## src/rtl/core/bsub_pkg.sv

```systemverilog
`default_nettype none

package bsub_pkg;

    localparam int WORD_W = 9;
    localparam int BYTE_W = 8;
    localparam int DEV_W  = 16;
    localparam int CMD_W  = 3;
    localparam int LVL_W  = 6;
    localparam int CNT_W  = 32;

    localparam int RX_DEPTH_DEF = 64;
    localparam int TX_DEPTH_DEF = 64;

    localparam logic [CMD_W-1:0] CMD_HOST_WR   = 3'd0;
    localparam logic [CMD_W-1:0] CMD_HOST_RD   = 3'd1;
    localparam logic [CMD_W-1:0] CMD_PURGE     = 3'd2;
    localparam logic [CMD_W-1:0] CMD_DEV_STAT  = 3'd3;
    localparam logic [CMD_W-1:0] CMD_DEV_RESP  = 3'd4;

    localparam int DEV_R_BIT    = 15;
    localparam int DEV_T_BIT    = 14;
    localparam int DEV_SHDN_BIT = 12;

    localparam logic [DEV_W-1:0] SPI_WRDATA = 16'h8000;
    localparam logic [DEV_W-1:0] SPI_RDDATA = 16'h0000;

    typedef enum logic [1:0] {
        ST_IDLE = 2'b01,
        ST_EXEC = 2'b10
    } bsub_state_t;

endpackage

`default_nettype wire

```

## src/rtl/core/bsub_if.sv

```systemverilog
`default_nettype none

interface bsub_req_if;
    import bsub_pkg::*;

    logic                valid;
    logic                ready;
    logic [CMD_W-1:0]    command;
    logic [WORD_W-1:0]   data_in;
    logic [DEV_W-1:0]    device_word;

    modport source (output valid, command, data_in, device_word, input ready);
    modport sink   (input valid, command, data_in, device_word, output ready);
endinterface

interface bsub_rsp_if;
    import bsub_pkg::*;

    logic                valid;
    logic                ready;
    logic                spi_valid;
    logic [DEV_W-1:0]    spi_word;
    logic                accepted;
    logic                read_valid;
    logic [WORD_W-1:0]   read_data;
    logic                parity_error;
    logic                service_done;
    logic [LVL_W-1:0]    read_level;
    logic [LVL_W-1:0]    write_space;
    logic [CNT_W-1:0]    overflow_count;
    logic [CNT_W-1:0]    parity_error_count;
    logic [CNT_W-1:0]    sent_count;

    modport source (
        output valid, spi_valid, spi_word, accepted, read_valid, read_data,
               parity_error, service_done, read_level, write_space,
               overflow_count, parity_error_count, sent_count,
        input  ready
    );
    modport sink (
        input  valid, spi_valid, spi_word, accepted, read_valid, read_data,
               parity_error, service_done, read_level, write_space,
               overflow_count, parity_error_count, sent_count,
        output ready
    );
endinterface

`default_nettype wire

```

## src/rtl/core/bsub_ram.sv

```systemverilog
`default_nettype none

module bsub_ram #(
    parameter int DEPTH = bsub_pkg::RX_DEPTH_DEF
) (
    input  wire logic                           clk,
    input  wire logic                           wr_en,
    input  wire logic [$clog2(DEPTH)-1:0]       wr_addr,
    input  wire logic [bsub_pkg::WORD_W-1:0]    wr_data,
    input  wire logic                           rd_en,
    input  wire logic [$clog2(DEPTH)-1:0]       rd_addr,
    output logic      [bsub_pkg::WORD_W-1:0]    rd_data
);
    import bsub_pkg::*;

    logic [WORD_W-1:0] mem [DEPTH];

    always_ff @(posedge clk)
    begin
        if (wr_en)
        begin
            mem[wr_addr] <= wr_data;
        end
    end

    always_ff @(posedge clk)
    begin
        if (rd_en)
        begin
            rd_data <= mem[rd_addr];
        end
    end

endmodule

`default_nettype wire

```

## src/rtl/core/bsub_core.sv

```systemverilog
`default_nettype none

module bsub_core #(
    parameter int RX_DEPTH = bsub_pkg::RX_DEPTH_DEF,
    parameter int TX_DEPTH = bsub_pkg::TX_DEPTH_DEF
) (
    input  wire logic                              clk,
    input  wire logic                              rst_n,
    input  wire logic                              cfg_we,
    input  wire logic                              cfg_wdata,
    bsub_req_if.sink                               req,
    bsub_rsp_if.source                             rsp,
    output logic                                   rx_wr_en,
    output logic      [$clog2(RX_DEPTH)-1:0]       rx_wr_addr,
    output logic      [bsub_pkg::WORD_W-1:0]       rx_wr_data,
    output logic                                   rx_rd_en,
    output logic      [$clog2(RX_DEPTH)-1:0]       rx_rd_addr,
    input  wire logic [bsub_pkg::WORD_W-1:0]       rx_rd_data,
    output logic                                   tx_wr_en,
    output logic      [$clog2(TX_DEPTH)-1:0]       tx_wr_addr,
    output logic      [bsub_pkg::WORD_W-1:0]       tx_wr_data,
    output logic                                   tx_rd_en,
    output logic      [$clog2(TX_DEPTH)-1:0]       tx_rd_addr,
    input  wire logic [bsub_pkg::WORD_W-1:0]       tx_rd_data
);
    import bsub_pkg::*;

    localparam int RX_PW = $clog2(RX_DEPTH);
    localparam int TX_PW = $clog2(TX_DEPTH);
    localparam int RX_LW = (RX_PW + 1 > LVL_W) ? RX_PW + 1 : LVL_W;
    localparam int TX_LW = (TX_PW + 1 > LVL_W) ? TX_PW + 1 : LVL_W;

    bsub_state_t state_reg, state_next;

    logic                parity_auto_reg;
    logic [RX_PW-1:0]    rx_head_reg, rx_head_next, rx_tail_reg, rx_tail_next;
    logic [TX_PW-1:0]    tx_head_reg, tx_head_next, tx_tail_reg, tx_tail_next;
    logic                rop_reg, rop_next;
    logic [CNT_W-1:0]    ovf_reg, ovf_next, par_reg, par_next, sent_reg, sent_next;

    logic [CMD_W-1:0]    cmd_reg;
    logic [WORD_W-1:0]   din_reg;
    logic [DEV_W-1:0]    dev_reg;

    logic                out_valid_reg;
    logic                spi_valid_reg, spi_valid_next;
    logic [DEV_W-1:0]    spi_word_reg, spi_word_next;
    logic                accepted_reg, accepted_next;
    logic                read_valid_reg, read_valid_next;
    logic [WORD_W-1:0]   read_data_reg, read_data_next;
    logic                perr_reg, perr_next;
    logic                done_reg, done_next;
    logic [LVL_W-1:0]    level_reg, space_reg;

    logic                accept;
    logic                commit;
    logic [RX_PW-1:0]    rx_head_inc, rx_tail_inc;
    logic [TX_PW-1:0]    tx_head_inc, tx_tail_inc;
    logic [WORD_W-1:0]   tx_word;
    logic [RX_LW-1:0]    rx_lvl;
    logic [TX_LW-1:0]    tx_lvl, tx_space;

    assign accept    = req.valid && req.ready;
    assign req.ready = (state_reg == ST_IDLE);
    assign commit    = (state_reg == ST_EXEC) && (!out_valid_reg || rsp.ready);

    assign rx_head_inc = (rx_head_reg == RX_PW'(RX_DEPTH - 1)) ? '0 : rx_head_reg + 1'b1;
    assign rx_tail_inc = (rx_tail_reg == RX_PW'(RX_DEPTH - 1)) ? '0 : rx_tail_reg + 1'b1;
    assign tx_head_inc = (tx_head_reg == TX_PW'(TX_DEPTH - 1)) ? '0 : tx_head_reg + 1'b1;
    assign tx_tail_inc = (tx_tail_reg == TX_PW'(TX_DEPTH - 1)) ? '0 : tx_tail_reg + 1'b1;

    assign tx_word = parity_auto_reg ? {^din_reg[BYTE_W-1:0], din_reg[BYTE_W-1:0]} : din_reg;

    assign rx_rd_en   = accept;
    assign rx_rd_addr = rx_tail_reg;
    assign tx_rd_en   = accept;
    assign tx_rd_addr = tx_tail_reg;

    assign rx_wr_addr = rx_head_reg;
    assign rx_wr_data = dev_reg[WORD_W-1:0];
    assign tx_wr_addr = tx_head_reg;
    assign tx_wr_data = tx_word;

    always_comb
    begin
        state_next      = state_reg;
        rx_head_next    = rx_head_reg;
        rx_tail_next    = rx_tail_reg;
        tx_head_next    = tx_head_reg;
        tx_tail_next    = tx_tail_reg;
        rop_next        = rop_reg;
        ovf_next        = ovf_reg;
        par_next        = par_reg;
        sent_next       = sent_reg;
        spi_valid_next  = 1'b0;
        spi_word_next   = '0;
        accepted_next   = 1'b0;
        read_valid_next = 1'b0;
        read_data_next  = '0;
        perr_next       = 1'b0;
        done_next       = 1'b0;
        rx_wr_en        = 1'b0;
        tx_wr_en        = 1'b0;

        case (state_reg)
            ST_IDLE:
            begin
                if (accept)
                begin
                    state_next = ST_EXEC;
                end
            end
            ST_EXEC:
            begin
                if (commit)
                begin
                    state_next = ST_IDLE;
                    case (cmd_reg)
                        CMD_HOST_WR:
                        begin
                            if (tx_head_inc != tx_tail_reg)
                            begin
                                accepted_next = 1'b1;
                                if (dev_reg[DEV_T_BIT])
                                begin
                                    spi_valid_next = 1'b1;
                                    spi_word_next  = SPI_WRDATA | DEV_W'(tx_word);
                                    sent_next      = sent_reg + 1'b1;
                                    rop_next       = 1'b0;
                                end
                                else
                                begin
                                    tx_wr_en     = 1'b1;
                                    tx_head_next = tx_head_inc;
                                end
                            end
                        end
                        CMD_HOST_RD:
                        begin
                            if (rx_head_reg != rx_tail_reg)
                            begin
                                rx_tail_next    = rx_tail_inc;
                                read_valid_next = 1'b1;
                                read_data_next  = rx_rd_data;
                                if (parity_auto_reg)
                                begin
                                    read_data_next = {1'b0, rx_rd_data[BYTE_W-1:0]};
                                    if (rx_rd_data[BYTE_W] != ^rx_rd_data[BYTE_W-1:0])
                                    begin
                                        perr_next = 1'b1;
                                        par_next  = par_reg + 1'b1;
                                    end
                                end
                            end
                        end
                        CMD_PURGE:
                        begin
                            rx_tail_next = rx_head_reg;
                        end
                        CMD_DEV_STAT:
                        begin
                            if (!dev_reg[DEV_R_BIT] && !dev_reg[DEV_T_BIT])
                            begin
                                done_next = 1'b1;
                            end
                            else
                            begin
                                spi_valid_next = 1'b1;
                                if (!dev_reg[DEV_SHDN_BIT] && dev_reg[DEV_T_BIT]
                                    && (tx_head_reg != tx_tail_reg))
                                begin
                                    spi_word_next = SPI_WRDATA | DEV_W'(tx_rd_data);
                                    tx_tail_next  = tx_tail_inc;
                                    sent_next     = sent_reg + 1'b1;
                                    rop_next      = 1'b0;
                                end
                                else
                                begin
                                    spi_word_next = SPI_RDDATA;
                                    rop_next      = 1'b1;
                                end
                            end
                        end
                        CMD_DEV_RESP:
                        begin
                            if (dev_reg[DEV_R_BIT])
                            begin
                                if (rx_head_inc == rx_tail_reg)
                                begin
                                    ovf_next = ovf_reg + 1'b1;
                                end
                                else
                                begin
                                    rx_wr_en     = 1'b1;
                                    rx_head_next = rx_head_inc;
                                end
                            end
                            else if (rop_reg)
                            begin
                                done_next = 1'b1;
                            end
                            rop_next = 1'b0;
                        end
                        default:
                        begin
                        end
                    endcase
                end
            end
            default:
            begin
                state_next = ST_IDLE;
            end
        endcase
    end

    always_comb
    begin
        if (RX_LW'(rx_head_next) >= RX_LW'(rx_tail_next))
        begin
            rx_lvl = RX_LW'(rx_head_next) - RX_LW'(rx_tail_next);
        end
        else
        begin
            rx_lvl = RX_LW'(rx_head_next) + RX_LW'(RX_DEPTH) - RX_LW'(rx_tail_next);
        end
        if (TX_LW'(tx_head_next) >= TX_LW'(tx_tail_next))
        begin
            tx_lvl = TX_LW'(tx_head_next) - TX_LW'(tx_tail_next);
        end
        else
        begin
            tx_lvl = TX_LW'(tx_head_next) + TX_LW'(TX_DEPTH) - TX_LW'(tx_tail_next);
        end
        tx_space = TX_LW'(TX_DEPTH - 1) - tx_lvl;
    end

    always_ff @(posedge clk or negedge rst_n)
    begin
        if (!rst_n)
        begin
            state_reg       <= ST_IDLE;
            parity_auto_reg <= 1'b0;
            rx_head_reg     <= '0;
            rx_tail_reg     <= '0;
            tx_head_reg     <= '0;
            tx_tail_reg     <= '0;
            rop_reg         <= 1'b0;
            ovf_reg         <= '0;
            par_reg         <= '0;
            sent_reg        <= '0;
            out_valid_reg   <= 1'b0;
        end
        else
        begin
            state_reg    <= state_next;
            rx_head_reg  <= rx_head_next;
            rx_tail_reg  <= rx_tail_next;
            tx_head_reg  <= tx_head_next;
            tx_tail_reg  <= tx_tail_next;
            rop_reg      <= rop_next;
            ovf_reg      <= ovf_next;
            par_reg      <= par_next;
            sent_reg     <= sent_next;
            if (cfg_we)
            begin
                parity_auto_reg <= cfg_wdata;
            end
            if (commit)
            begin
                out_valid_reg <= 1'b1;
            end
            else if (rsp.ready)
            begin
                out_valid_reg <= 1'b0;
            end
        end
    end

    always_ff @(posedge clk)
    begin
        if (accept)
        begin
            cmd_reg <= req.command;
            din_reg <= req.data_in;
            dev_reg <= req.device_word;
        end
        if (commit)
        begin
            spi_valid_reg  <= spi_valid_next;
            spi_word_reg   <= spi_word_next;
            accepted_reg   <= accepted_next;
            read_valid_reg <= read_valid_next;
            read_data_reg  <= read_data_next;
            perr_reg       <= perr_next;
            done_reg       <= done_next;
            level_reg      <= rx_lvl[LVL_W-1:0];
            space_reg      <= tx_space[LVL_W-1:0];
        end
    end

    assign rsp.valid              = out_valid_reg;
    assign rsp.spi_valid          = spi_valid_reg;
    assign rsp.spi_word           = spi_word_reg;
    assign rsp.accepted           = accepted_reg;
    assign rsp.read_valid         = read_valid_reg;
    assign rsp.read_data          = read_data_reg;
    assign rsp.parity_error       = perr_reg;
    assign rsp.service_done       = done_reg;
    assign rsp.read_level         = level_reg;
    assign rsp.write_space        = space_reg;
    assign rsp.overflow_count     = ovf_reg;
    assign rsp.parity_error_count = par_reg;
    assign rsp.sent_count         = sent_reg;

endmodule

`default_nettype wire

```

## src/rtl/core/buffered_spi_uart_bridge_top.sv

```systemverilog
// Host-side bridge to an SPI UART with a receive ring and a transmit ring of 9-bit words.
// Each request on the req channel carries a command, a host data word and the last word
// returned by the device; each request produces exactly one response on the rsp channel.
// The response tells whether an SPI word must go to the device, carries host read data,
// parity and service status, rx level, tx free space and three wrapping 32-bit counters.
// parity_auto is written through cfg_we and cfg_wdata; the user must write it only while
// no request is in flight, as the block itself does not enforce this.
// A request is accepted in ST_IDLE and its response is registered when ST_EXEC commits;
// the block takes no new request until then. ST_EXEC is needed for the synchronous read
// of the ring memories, which share their pointers with the update that follows.
// Reset clears the pointers, the counters, the pending read flag and parity_auto; ring
// contents are not cleared and need no clearing pass.
// When the receiver stalls, a finished response waits in the output register and the
// next request is taken, but it holds in ST_EXEC until the output register frees up.
`default_nettype none

module buffered_spi_uart_bridge_top #(
    parameter int RX_DEPTH = bsub_pkg::RX_DEPTH_DEF,
    parameter int TX_DEPTH = bsub_pkg::TX_DEPTH_DEF
) (
    input  wire logic    clk,
    input  wire logic    rst_n,
    input  wire logic    cfg_we,
    input  wire logic    cfg_wdata,
    bsub_req_if.sink     req,
    bsub_rsp_if.source   rsp
);
    import bsub_pkg::*;

    logic                        rx_wr_en, rx_rd_en, tx_wr_en, tx_rd_en;
    logic [$clog2(RX_DEPTH)-1:0] rx_wr_addr, rx_rd_addr;
    logic [$clog2(TX_DEPTH)-1:0] tx_wr_addr, tx_rd_addr;
    logic [WORD_W-1:0]           rx_wr_data, rx_rd_data, tx_wr_data, tx_rd_data;

    bsub_core #(
        .RX_DEPTH (RX_DEPTH),
        .TX_DEPTH (TX_DEPTH)
    ) u_core (
        .clk        (clk),
        .rst_n      (rst_n),
        .cfg_we     (cfg_we),
        .cfg_wdata  (cfg_wdata),
        .req        (req),
        .rsp        (rsp),
        .rx_wr_en   (rx_wr_en),
        .rx_wr_addr (rx_wr_addr),
        .rx_wr_data (rx_wr_data),
        .rx_rd_en   (rx_rd_en),
        .rx_rd_addr (rx_rd_addr),
        .rx_rd_data (rx_rd_data),
        .tx_wr_en   (tx_wr_en),
        .tx_wr_addr (tx_wr_addr),
        .tx_wr_data (tx_wr_data),
        .tx_rd_en   (tx_rd_en),
        .tx_rd_addr (tx_rd_addr),
        .tx_rd_data (tx_rd_data)
    );

    bsub_ram #(
        .DEPTH (RX_DEPTH)
    ) u_rx_ram (
        .clk     (clk),
        .wr_en   (rx_wr_en),
        .wr_addr (rx_wr_addr),
        .wr_data (rx_wr_data),
        .rd_en   (rx_rd_en),
        .rd_addr (rx_rd_addr),
        .rd_data (rx_rd_data)
    );

    bsub_ram #(
        .DEPTH (TX_DEPTH)
    ) u_tx_ram (
        .clk     (clk),
        .wr_en   (tx_wr_en),
        .wr_addr (tx_wr_addr),
        .wr_data (tx_wr_data),
        .rd_en   (tx_rd_en),
        .rd_addr (tx_rd_addr),
        .rd_data (tx_rd_data)
    );

endmodule

`default_nettype wire
```

## src/flat_wrapper.sv

```systemverilog
// flat-port wrapper written by rule: the top's interface ports become plain ports
module buffered_spi_uart_bridge_top_flat import bsub_pkg::*;
#(
    parameter int RX_DEPTH = bsub_pkg::RX_DEPTH_DEF,
    parameter int TX_DEPTH = bsub_pkg::TX_DEPTH_DEF
)
  (clk, rst_n, cfg_we, cfg_wdata, req_valid, req_command, req_data_in, req_device_word, req_ready, rsp_valid, rsp_spi_valid, rsp_spi_word, rsp_accepted, rsp_read_valid, rsp_read_data, rsp_parity_error, rsp_service_done, rsp_read_level, rsp_write_space, rsp_overflow_count, rsp_parity_error_count, rsp_sent_count, rsp_ready);
  bsub_req_if req_i ();
  bsub_rsp_if rsp_i ();
  input  wire logic clk;
  input  wire logic rst_n;
  input  wire logic cfg_we;
  input  wire logic cfg_wdata;
  input wire logic [$bits(req_i.valid)-1:0] req_valid;
  input wire logic [$bits(req_i.command)-1:0] req_command;
  input wire logic [$bits(req_i.data_in)-1:0] req_data_in;
  input wire logic [$bits(req_i.device_word)-1:0] req_device_word;
  output wire logic [$bits(req_i.ready)-1:0] req_ready;
  output wire logic [$bits(rsp_i.valid)-1:0] rsp_valid;
  output wire logic [$bits(rsp_i.spi_valid)-1:0] rsp_spi_valid;
  output wire logic [$bits(rsp_i.spi_word)-1:0] rsp_spi_word;
  output wire logic [$bits(rsp_i.accepted)-1:0] rsp_accepted;
  output wire logic [$bits(rsp_i.read_valid)-1:0] rsp_read_valid;
  output wire logic [$bits(rsp_i.read_data)-1:0] rsp_read_data;
  output wire logic [$bits(rsp_i.parity_error)-1:0] rsp_parity_error;
  output wire logic [$bits(rsp_i.service_done)-1:0] rsp_service_done;
  output wire logic [$bits(rsp_i.read_level)-1:0] rsp_read_level;
  output wire logic [$bits(rsp_i.write_space)-1:0] rsp_write_space;
  output wire logic [$bits(rsp_i.overflow_count)-1:0] rsp_overflow_count;
  output wire logic [$bits(rsp_i.parity_error_count)-1:0] rsp_parity_error_count;
  output wire logic [$bits(rsp_i.sent_count)-1:0] rsp_sent_count;
  input wire logic [$bits(rsp_i.ready)-1:0] rsp_ready;
  assign req_i.valid = req_valid;
  assign req_i.command = req_command;
  assign req_i.data_in = req_data_in;
  assign req_i.device_word = req_device_word;
  assign req_ready = req_i.ready;
  assign rsp_valid = rsp_i.valid;
  assign rsp_spi_valid = rsp_i.spi_valid;
  assign rsp_spi_word = rsp_i.spi_word;
  assign rsp_accepted = rsp_i.accepted;
  assign rsp_read_valid = rsp_i.read_valid;
  assign rsp_read_data = rsp_i.read_data;
  assign rsp_parity_error = rsp_i.parity_error;
  assign rsp_service_done = rsp_i.service_done;
  assign rsp_read_level = rsp_i.read_level;
  assign rsp_write_space = rsp_i.write_space;
  assign rsp_overflow_count = rsp_i.overflow_count;
  assign rsp_parity_error_count = rsp_i.parity_error_count;
  assign rsp_sent_count = rsp_i.sent_count;
  assign rsp_i.ready = rsp_ready;
  buffered_spi_uart_bridge_top #(.RX_DEPTH(RX_DEPTH), .TX_DEPTH(TX_DEPTH)) u_core (.clk(clk), .rst_n(rst_n), .cfg_we(cfg_we), .cfg_wdata(cfg_wdata), .req(req_i), .rsp(rsp_i));
endmodule
```

## config.mk

```make
export PLATFORM = sky130hd
export DESIGN_NAME = buffered_spi_uart_bridge_top_flat
export DESIGN_NICKNAME = d
export VERILOG_FILES = /design/src/rtl/core/bsub_pkg.sv /design/src/rtl/core/bsub_if.sv /design/src/rtl/core/bsub_ram.sv /design/src/rtl/core/bsub_core.sv /design/src/rtl/core/buffered_spi_uart_bridge_top.sv /design/src/flat_wrapper.sv
export SDC_FILE = /design/constraint.sdc
export NUM_CORES = 1
export LEC_CHECK = 0
export BUFFER_PORTS_ARGS = -buffer_cell sky130_fd_sc_hd__buf_2
export CORE_MARGIN = 5
export CORE_UTILIZATION = 45
export DETAILED_ROUTE_END_ITERATION = 16
export PLACE_DENSITY = 0.65
export SLEW_MARGIN = 20
export SYNTH_ARGS = -nofsm -noshare
export SYNTH_HDL_FRONTEND = slang
export SYNTH_SLANG_ARGS = --single-unit
```

## constraint.sdc

```tcl
create_clock -name clk -period 5.5 [get_ports clk]
set_input_delay 0.275 -clock clk [delete_from_list [all_inputs] [get_ports clk]]
set_output_delay 0.275 -clock clk [all_outputs]
set_load 0.05 [all_outputs]
```

Yosys cells after proc, flatten, opt, wreduce, memory -nomap -nowiden
Memory sizes are Yosys's and may differ from the RTL's. A register that Yosys moved wholly into a read port is not among the register bits.
Index checks and enable logic that the tools add are counted.
- memory bits (writable): 1152
- word-level logic and storage cells: 163
- output and inout bits: 140
- input bits: 34
- memories: 2
- bits in registers: 195
- memory list (name ; depth ; width ; read ports ; clocked after Yosys merged registers in ; write ports ; RTL line ; RTL):
    u_core.u_rx_ram.mem ; 64 ; 9 ; 1 ; 1 ; 1 ; bsub_ram.sv:16 ; logic [WORD_W-1:0] mem [DEPTH];
    u_core.u_tx_ram.mem ; 64 ; 9 ; 1 ; 1 ; 1 ; bsub_ram.sv:16 ;
- add/sub/neg operators: 14
- multiplexer cells: 71
- reductions and logical operators: 26
- bitwise gates (word level): 3
- $lt $le $gt $ge: 2
- eq/ne operators: 21
- operator list (kind ; count):
    $mux W6 ; 24
    $mux W32 ; 4
    $add A32 B1 Y32 const B ; 3
    $mux W16 ; 4
    $pmux W32 S2 ; 1
    $add A6 B1 Y6 const B ; 6
    $pmux W16 S2 ; 1
    $mux W1 ; 29
    $eq A6 B6 Y1 const B ; 4
    $sub A6 B6 Y6 ; 4
    $ne A6 B6 Y1 ; 3
    $reduce_xor A8 Y1 ; 2
    $ge A6 B6 Y1 ; 2
    $ne A2 B2 Y1 const B ; 6
    $pmux W6 S2 ; 1
    $reduce_and A6 Y1 ; 2
    $mux W9 ; 1
    $reduce_and A7 Y1 ; 1
    $eq A3 B2 Y1 const B ; 2
    $eq A6 B6 Y1 ; 1
    $reduce_and A2 Y1 ; 3
    $sub A6 B6 Y6 const A ; 1
    $logic_and A1 B1 Y1 ; 5
    $reduce_and A5 Y1 ; 1
    other kinds (18) ; 26

Longest topological paths before layout
Gate-level depths: netlist of run 1.
- depth after elaboration: 11
- mapped depth: 17

Hierarchy
From an unflattened synthesis of run 1, not the netlist that was laid out.
- cell total of the unflattened synthesis: 2964
- area total of the unflattened synthesis: 54912.7 um2
- by module, submodules not included (module ; cells each ; area an instance (um2) ; seq. area each (um2) ; times used):
    bsub_ram at u_core.u_rx_ram ; 1071 ; 22739.3 ; 17566.8 ; 1
    bsub_ram at u_core.u_tx_ram ; 1020 ; 22684.3 ; 17566.8 ; 1
    bsub_core ; 873 ; 9489.1 ; 4931.0 ; 1

Least setup slack after synthesis of run 1
No wires, ideal clock.
- path kind: register -> register
- start: reg u_core.u_core.out_valid_reg (netlist: u_core.u_core.rsp.valid)
- end: reg u_core.u_core.level_reg[5] (netlist: u_core.u_core.rsp.read_level[5]), data pin
- required time: 5239 ps
- library setup time: 261 ps
- arrival time: 4009 ps
- clock period less this slack: 4270 ps
- stages on the path, launching flop included: 16
- slack: 1230 ps
- cell sequence: dfrtp_1 > nand2b_1 > nand2_1 > clkinv_1 > and3_1 > o21ai_1 > buf_2 > mux2_2 > ha_1 > nor2b_1 > o21ai_0 > a21boi_0 > o21a_1 > nor2_1 > xnor2_1 > xnor2_1
- cells in the longest elaborated chain, start to end: 8
- elaborated cells on any way between the ends: 12
- classes of those cells: 3 x add/sub; 1 x order compare; 5 x mux; 3 x reduce/logical
- ends and longest elaborated chain (element ; RTL line ; RTL):
    from (decl) ; bsub_core.sv:45 ; logic out_valid_reg;
    from (signal assigned) ; bsub_core.sv:252 ; out_valid_reg <= 1'b0;
    from (signal assigned) ; bsub_core.sv:271 ; out_valid_reg <= 1'b1;
    from (signal assigned) ; bsub_core.sv:275 ; out_valid_reg <= 1'b0;
    $logic_not A1 Y1 * ; bsub_core.sv:65 ; assign commit = (state_reg == ST_EXEC) && (!out_valid_reg || rsp.ready);
    $logic_or A1 B1 Y1 * ; bsub_core.sv:65 ;
    $logic_and A1 B1 Y1 * ; bsub_core.sv:65 ;
    net u_core.u_core.commit ; bsub_core.sv:56 ; logic commit;
    $mux W6 * ; bsub_core.sv:115 ; if (commit)
    $mux W6 * ; bsub_core.sv:105 ; case (state_reg)
    net u_core.u_core.rx_head_next[1] ; bsub_core.sv:36 ; logic [RX_PW-1:0] rx_head_reg, rx_head_next, rx_tail_reg, rx_tail_next;
    $add A6 B1 Y6 ; bsub_core.sv:225 ; rx_lvl = RX_LW'(rx_head_next) + RX_LW'(RX_DEPTH) - RX_LW'(rx_tail_next);
    $sub A6 B6 Y6 ; bsub_core.sv:225 ;
    $mux W6 * ; bsub_core.sv:219 ; if (RX_LW'(rx_head_next) >= RX_LW'(rx_tail_next))
    net u_core.u_core.rx_lvl[5] ; bsub_core.sv:60 ; logic [RX_LW-1:0] rx_lvl;
    to (signal assigned) ; bsub_core.sv:297 ; level_reg <= rx_lvl[LVL_W-1:0];
    to (decl) ; bsub_core.sv:53 ; logic [LVL_W-1:0] level_reg, space_reg;
Mark *: on every way through the listed nets, which the timed path passes. The rest lies on a longest branch.
A chain may end at the register's enable or synchronous reset.

Worst setup path after layout of run 1
- start: reg u_core.u_core.tx_head_reg[3] (netlist: u_core.u_core.tx_wr_addr[3])
- end: reg u_core.u_core.space_reg[5] (netlist: u_core.u_core.rsp.write_space[5]), data pin
- cells in the longest elaborated chain, start to end: 11
- elaborated cells on any way between the ends: 22
- classes of those cells: 5 x add/sub; 1 x order compare; 3 x eq/ne; 12 x mux; 1 x reduce/logical
- ends and longest elaborated chain (element ; RTL line ; RTL):
    from (decl) ; bsub_core.sv:37 ; logic [TX_PW-1:0] tx_head_reg, tx_head_next, tx_tail_reg, tx_tail_next;
    from (signal assigned) ; bsub_core.sv:259 ; tx_head_reg <= tx_head_next;
    $add A6 B1 Y6 or $eq A6 B6 Y1 (tied branches) ; bsub_core.sv:69 ; assign tx_head_inc = (tx_head_reg == TX_PW'(TX_DEPTH - 1)) ? '0 : tx_head_reg + 1'b1;
    $mux W6 * ; bsub_core.sv:69 ;
    $ne A6 B6 Y1 or $mux W6 (tied branches) ; bsub_core.sv:121, bsub_core.sv:124 ;
    $mux W6 * ; bsub_core.sv:121 ; if (tx_head_inc != tx_tail_reg)
    $mux W6 * ; bsub_core.sv:118 ; case (cmd_reg)
    $mux W6 * ; bsub_core.sv:115 ;
    $mux W6 * ; bsub_core.sv:105 ;
    net u_core.u_core.tx_head_next[1] ; bsub_core.sv:37 ;
    $add A6 B1 Y6 ; bsub_core.sv:233 ; tx_lvl = TX_LW'(tx_head_next) + TX_LW'(TX_DEPTH) - TX_LW'(tx_tail_next);
    $sub A6 B6 Y6 ; bsub_core.sv:233 ;
    $mux W6 * ; bsub_core.sv:227 ; if (TX_LW'(tx_head_next) >= TX_LW'(tx_tail_next))
    $sub A6 B6 Y6 * ; bsub_core.sv:235 ; tx_space = TX_LW'(TX_DEPTH - 1) - tx_lvl;
    net u_core.u_core.tx_space[5] ; bsub_core.sv:61 ; logic [TX_LW-1:0] tx_lvl, tx_space;
    to (signal assigned) ; bsub_core.sv:298 ; space_reg <= tx_space[LVL_W-1:0];
    to (decl) ; bsub_core.sv:53 ;
Marked as above.

==> results.txt, run 1 <==
Tightest Pin Transition -> 1.06 ns
final-report setup violation count -> 0
# rows -> 127
Req. time, crit path -> 5.97 ns
Multi-input gate area -> 13300 µm²
Critical Path AT -> 4.95 ns
Routed Antenna Nets -> 0
synth warn -> 0
Peak VDD IR -> 0.309 mV
r2r endpoint -> u_core.u_core.rsp.write_space[5]
Synth Flop Type -> edfxtp_1
Die ar. -> 127000 µm²
R2R depth -> 14
Synth area leader -> edfxtp_1
Final #Nets -> 3053
total power -> 21.2 mW
maximum clock rate -> 0.223 GHz
sequential share of the synthesized area -> 74.1%
n_diodes -> 0
initial antenna violation count -> 3
Slew Limit Fails -> 0
number of I/O pins -> 174
worst hold margin -> 0.206 ns
final wirelength -> 121000 µm
Layout fillers -> 9353
Port Buffers -> 163
Die H -> 357 µm
Final period util -> 81.4%
Pleak -> 20.1 nW
Syn Inst Count -> 2732
Crit Path Max Fanout -> 14
CTS tree -> done
DP Area -> 56900 µm²
cell area after layout -> 61700 µm²
register area -> 40100 µm²
vias after detailed routing -> 27400
Num Clock Sinks -> 1355
post-CTS setup buffers -> 0
crit path kind -> reg -> reg
Area contributors post-synth -> edfxtp_1 (68%), mux4_2 (15%), dfrtp_1 (5.7%)
Detailed Routing Iterations Pass 1 -> 6
Max Clock Skew -> 0.0399 ns
Async SR Flop Fraction -> 9.23%
Via density -> 5.79
via count of the first global-routing pass -> 28000
DRT iter0 DRCs -> 3022
post-synthesis register bit count -> 1355
CTS buffer count -> 141
RSZ-0062 raised after global routing -> no
Hold Path Class -> in -> async
maximum clock path buffer count -> 3
Worst setup SP type -> register
CORE AREA -> 120000 µm²
DP Worst Slack -> 1.20 ns
PwrDens -> 343 nW/µm²
Synth top cells by count -> edfxtp_1 (1230), mux4_2 (351), nor2_1 (179)
Reg2Reg Launch Point -> u_core.u_core.tx_wr_addr[3]
share of the synthesized area in the top cell type -> 68.3%
nature of the critical path endpoint -> register
mapped cell area -> 54100 µm²
Post-Layout Cell Count -> 4728
r2r setup slk -> 1.02 ns
Routed WL per cell -> 25.7 µm
Root Buffer -> clkbuf_16
Die Width -> 357 µm
gr ovfl total -> 0
Final Critical Period -> 4.48 ns
dpl hpwl -> 75000 µm
initial core utilization -> 45.2%
most frequent cell after synthesis -> edfxtp_1
worst skew pair latency -> 0.75 ns
final hold vios -> 0
dpl cells -> 4440
Clk pin slew, worst setup/hold paths -> 0.06 ns
final core utilization -> 51.5%
layout cells sized above 1 -> 26.7%
Max-Slew Margin vs Limit -> 29.0%
outcome -> completed
Distinct cells, synth -> 74
largest net degree at the start of global routing -> 95
syn avg cell area -> 19.8 µm²
Post-synth EDFFs -> 1230
H-tree levels -> 4
area delta synth->final -> 14.0%
max-cap violations -> 0
DRC -> 0
GRT Total Usage -> 19.1%
first-pass GRT wire length -> 181000 µm
gpl congestion -> 0.835
Setup Total Neg Slack -> 0 ns
top flop regs -> u_core.u_rx_ram.mem x576, u_core.u_tx_ram.mem x576
final worst slack -> 1.02 ns
-- worst max-delay path by stage --
stage,startpoint,endpoint,slack (ns)
2_1_floorplan,u_core.u_core.rsp.valid,u_core.u_core.rsp.read_level[5],1.23
3_3_place_gp,u_core.u_core.tx_wr_addr[3],u_core.u_core.rsp.write_space[5],1.18
3_5_place_dp,u_core.u_core.tx_wr_addr[3],u_core.u_core.rsp.write_space[5],1.20
4_1_cts,u_core.u_core.tx_wr_addr[3],u_core.u_core.rsp.write_space[5],1.16
5_1_grt,u_core.u_core.tx_wr_addr[3],u_core.u_core.rsp.write_space[5],0.83
6_report,u_core.u_core.tx_wr_addr[3],u_core.u_core.rsp.write_space[5],1.02
-- cells by family after synthesis --
family | synth area share, %
other | 0.00694
AND/OR/NAND/NOR | 4.78
AO/OA/AOI/OAI | 1.84
buffers and inverters | 1.43
XOR/XNOR | 2.31
multiplexers | 15.1
flip-flops | 74.1
adder cells (fa/ha/maj) | 0.467
-- worst max-delay path, stage by stage (launching register included) --
cell and delay [ns]:
dfrtp_1 0.60, nand3_1 0.53, o21a_1 0.37, a221oi_1 0.32, nand4_1 0.39, and2_1 0.41
nand2_1 0.12, nand2_1 0.12, ha_1 0.32, a21o_1 0.18, a21o_1 0.19, a21o_1 0.18
a21oi_1 0.19, xor2_1 0.19, xnor2_1 0.08
-- timing repair --
action / CTS / global route
hold buffers: 29 / 0
hold endpoints to repair: 152 / 0
resized for setup: 0 / 0
-- layer usage --
metal / vias to the layer above / share of wire [%] / GRT usage (%)
met5: - / 0 / 0
met4: 0 / 2.4 / 5.09
met3: 213 / 8.0 / 4.21
met2: 1174 / 48 / 30.3
met1: 14400 / 41 / 27.2
li1: 11600 / - / -
-- cells in the final DEF (no fill, tap or decap), drive strengths merged, types with 20 or more instances in the layout --
| cell type | Yosys | final |
|---|---|---|
| and2 | 29 | 29 |
| dfrtp | 124 | 124 |
| nor3 | 23 | 23 |
| nand4 | 44 | 44 |
| buf | 81 | 245 |
| mux2i | 20 | 20 |
| xor2 | 26 | 26 |
| inv | 22 | 31 |
| dlygate4sd3 | 0 | 29 |
| xnor2 | 114 | 114 |
| clkinv | 1 | 52 |
| and3 | 32 | 32 |
| nand3 | 54 | 54 |
| mux4 | 351 | 351 |
| clkbuf | 73 | 188 |
| nand2 | 89 | 89 |
| nor2 | 180 | 180 |
| o21ai | 41 | 41 |
| edfxtp | 1230 | 1230 |
-- where the power goes --
group	switching, mW	internal [mW]	total (mW)
logic	0.479	0.157	0.636
clock network	3.92	5.19	9.11
registers	0.0484	11.4	11.4
total	4.44	16.7	21.2
-- cell type report --
class	count	share of cell area, %
well taps	1612	3.27
multi-input cells	1205	21.5
inverters	23	0.140
clock inverters	71	0.998
repair buffers	274	2.84
clock buffers	188	6.23
flip-flops and latches	1355	65.0
Note: power is estimated with default switching activity, not from simulation.
==> inputs of run 2 (changes only) <==
--- a/config.mk
+++ b/config.mk
@@ -9,7 +9,7 @@
 export CORE_MARGIN = 5
 export CORE_UTILIZATION = 45
 export DETAILED_ROUTE_END_ITERATION = 16
-export PLACE_DENSITY = 0.65
+export PLACE_DENSITY = 0.67
 export SLEW_MARGIN = 20
 export SYNTH_ARGS = -nofsm -noshare
 export SYNTH_HDL_FRONTEND = slang
==> constraint.sdc (replaced) <==
create_clock -name clk -period 3.9 [get_ports clk]
set_input_delay 0.195 -clock clk [delete_from_list [all_inputs] [get_ports clk]]
set_output_delay 0.195 -clock clk [all_outputs]
set_load 0.05 [all_outputs]
==> run 2 against run 1 <==
Routed wire length is 0.34% higher. Largest cell class unchanged. Total power is 42% higher. Global-route usage is 0.12 points higher. Clock skew is 0.0020 ns lower. Critical path type unchanged. Core utilization is 1.0 points higher. Highest routed layer is now met5. Register-to-register slack worse by 0.76 ns. Count of clock-buffer cells in the layout is 13 lower. Sequential share of layout area is 1.3 points lower. Maximum frequency is 23% higher. Via count is 1.4% higher.
==> results.txt, run 2 (same netlist as run 1, synthesis figures left out) <==
DRT iter0 DRCs -> 3243
PwrDens -> 480 nW/µm²
vias after detailed routing -> 27800
Hold Path Class -> in -> async
Final #Nets -> 3191
Num Clock Sinks -> 1355
Final period util -> 93.2%
Routed WL per cell -> 25.1 µm
dpl hpwl -> 77000 µm
CORE AREA -> 120000 µm²
Worst Path Buf+Inv -> 0
Die ar. -> 127000 µm²
RSZ-0062 raised after global routing -> no
Max Clock Skew -> 0.0379 ns
maximum clock rate -> 0.275 GHz
Slowest cell on crit path -> mux2_2
Via density -> 5.72
via count of the first global-routing pass -> 28800
initial antenna violation count -> 3
Critical Path AT -> 4.12 ns
final wirelength -> 122000 µm
crit path kind -> reg -> reg
first-pass GRT wire length -> 184000 µm
gr ovfl total -> 0
final hold vios -> 0
Detailed Routing Iterations Pass 1 -> 6
Req. time, crit path -> 4.39 ns
Tightest Pin Transition -> 1.14 ns
post-CTS setup buffers -> 0
final-report setup violation count -> 0
gpl congestion -> 0.810
Port Buffers -> 163
CTS buffer count -> 141
CP Cell Sequence -> ha_1, and3_1, o211a_1, o311ai_1, a211o_2, o21ai_1, mux2_2, ha_1, nor2b_1, o21ai_1, a21boi_0, o21a_1, nor2_1, xnor2_1, xnor2_1
Crit Path Max Fanout -> 5
largest net degree at the start of global routing -> 149
GRT Total Usage -> 19.2%
Peak VDD IR -> 0.487 mV
CTS tree -> done
top flop regs -> u_core.u_rx_ram.mem x576, u_core.u_tx_ram.mem x576
most frequent cells in the layout -> edfxtp_1 (1230), mux4_2 (351), buf_4 (213)
DRC -> 0
Setup Total Neg Slack -> 0 ns
Worst setup SP type -> register
Routed Antenna Nets -> 0
Pleak -> 20.8 nW
outcome -> completed
nature of the critical path endpoint -> register
crit-path leading delay family -> compound AO/OA/AOI/OAI gates
worst skew pair latency -> 0.76 ns
Die Width -> 357 µm
Clk pin slew, worst setup/hold paths -> 0.06 ns
max-cap violations -> 0
Slew Limit Fails -> 0
H-tree levels -> 4
area delta synth->final -> 16.3%
Final Critical Period -> 3.63 ns
Die H -> 357 µm
Root Buffer -> clkbuf_16
total power -> 30.2 mW
number of I/O pins -> 174
initial core utilization -> 45.2%
layout cells sized above 1 -> 29.7%
# rows -> 127
most common cell after layout, fill and taps aside -> edfxtp_1
crit-path max cell delay -> 0.41 ns
maximum clock path buffer count -> 3
Max-Slew Margin vs Limit -> 23.7%
run 2: changes by cell type in the layout (fill, tap and decap cells not counted), sizes merged:
cell,delta
buf,+139
bufinv,+7
clkbuf,-13
clkinv,-4
diode,+1
dlygate4sd3,-1
inv,-2
run 2: routing by layer:
metal / part of all wire, % / vias up / wire length (µm) / track usage [%]
met5: 0.016 / - / 20 / 0
met4: 3.3 / 2 / 4050 / 7.14
met3: 6.4 / 222 / 7780 / 3.31
met2: 50 / 1079 / 60900 / 31.9
met1: 40 / 14600 / 48900 / 25.8
li1: - / 11900 / - / -
run 2: final cells by class:
type	instances	area, µm²
Tap cell	1612	2020
Multi-Input combinational cell	1205	13300
Sequential cell	1355	40100
Timing Repair Buffer	412	2870
Clock buffer	175	3710
Antenna cell	1	2.50
Inverter	23	87.6
Fill cell	9152	56800
Clock inverter	72	851
run 2: repair_timing:
action / 4_1_cts / 5_1_grt
setup endpoints to repair: 0 / 2
gates resized for setup: 0 / 5
hold endpoints to repair: 88 / 0
hold buffers: 28 / 0
run 2: power by group:
group | total (mW) | switching, mW | internal, mW | leakage, nW
logic | 0.936 | 0.693 | 0.243 | 5.85
registers | 16.1 | 0.0564 | 16.1 | 12.8
clock network | 13.1 | 5.51 | 7.61 | 2.19
total | 30.2 | 6.26 | 23.9 | 20.8
run 2: final timing paths:
check,start,to,slack (ns),cells after the start
min reg2reg,u_core.u_core.rsp.parity_error_count[31],u_core.u_core.rsp.parity_error_count[31],0.47,1
max,u_core.u_core.rx_wr_addr[0],u_core.u_core.rsp.read_level[5],0.27,15
max in group asynchronous,rst_n,u_core.u_core.parity_auto_reg,2.93,3
min in group clk,req_device_word[0],u_core.u_core.dev_reg[0],0.15,2
max reg2reg,u_core.u_core.rx_wr_addr[0],u_core.u_core.rsp.read_level[5],0.27,15
min,rst_n,u_core.u_core.rsp.overflow_count[23],0.08,2
run 2: metrics by stage:
step | std cells | util [%] | setup slack, ns | cell area (µm²) | hold slack, ns
after floorplan | 2737 | - | 0.161 | 54100 | -0.101
after global placement | 4578 | 48.5 | 0.249 | 58000 | 0.330
after detailed placement | 4578 | 48.5 | 0.262 | 58000 | 0.348
after CTS | 4853 | 52.5 | 0.227 | 62800 | 0.0666
after global routing | 4854 | 52.6 | 0.0322 | 62900 | 0.111
final | 4855 | 52.6 | 0.265 | 62900 | 0.0830
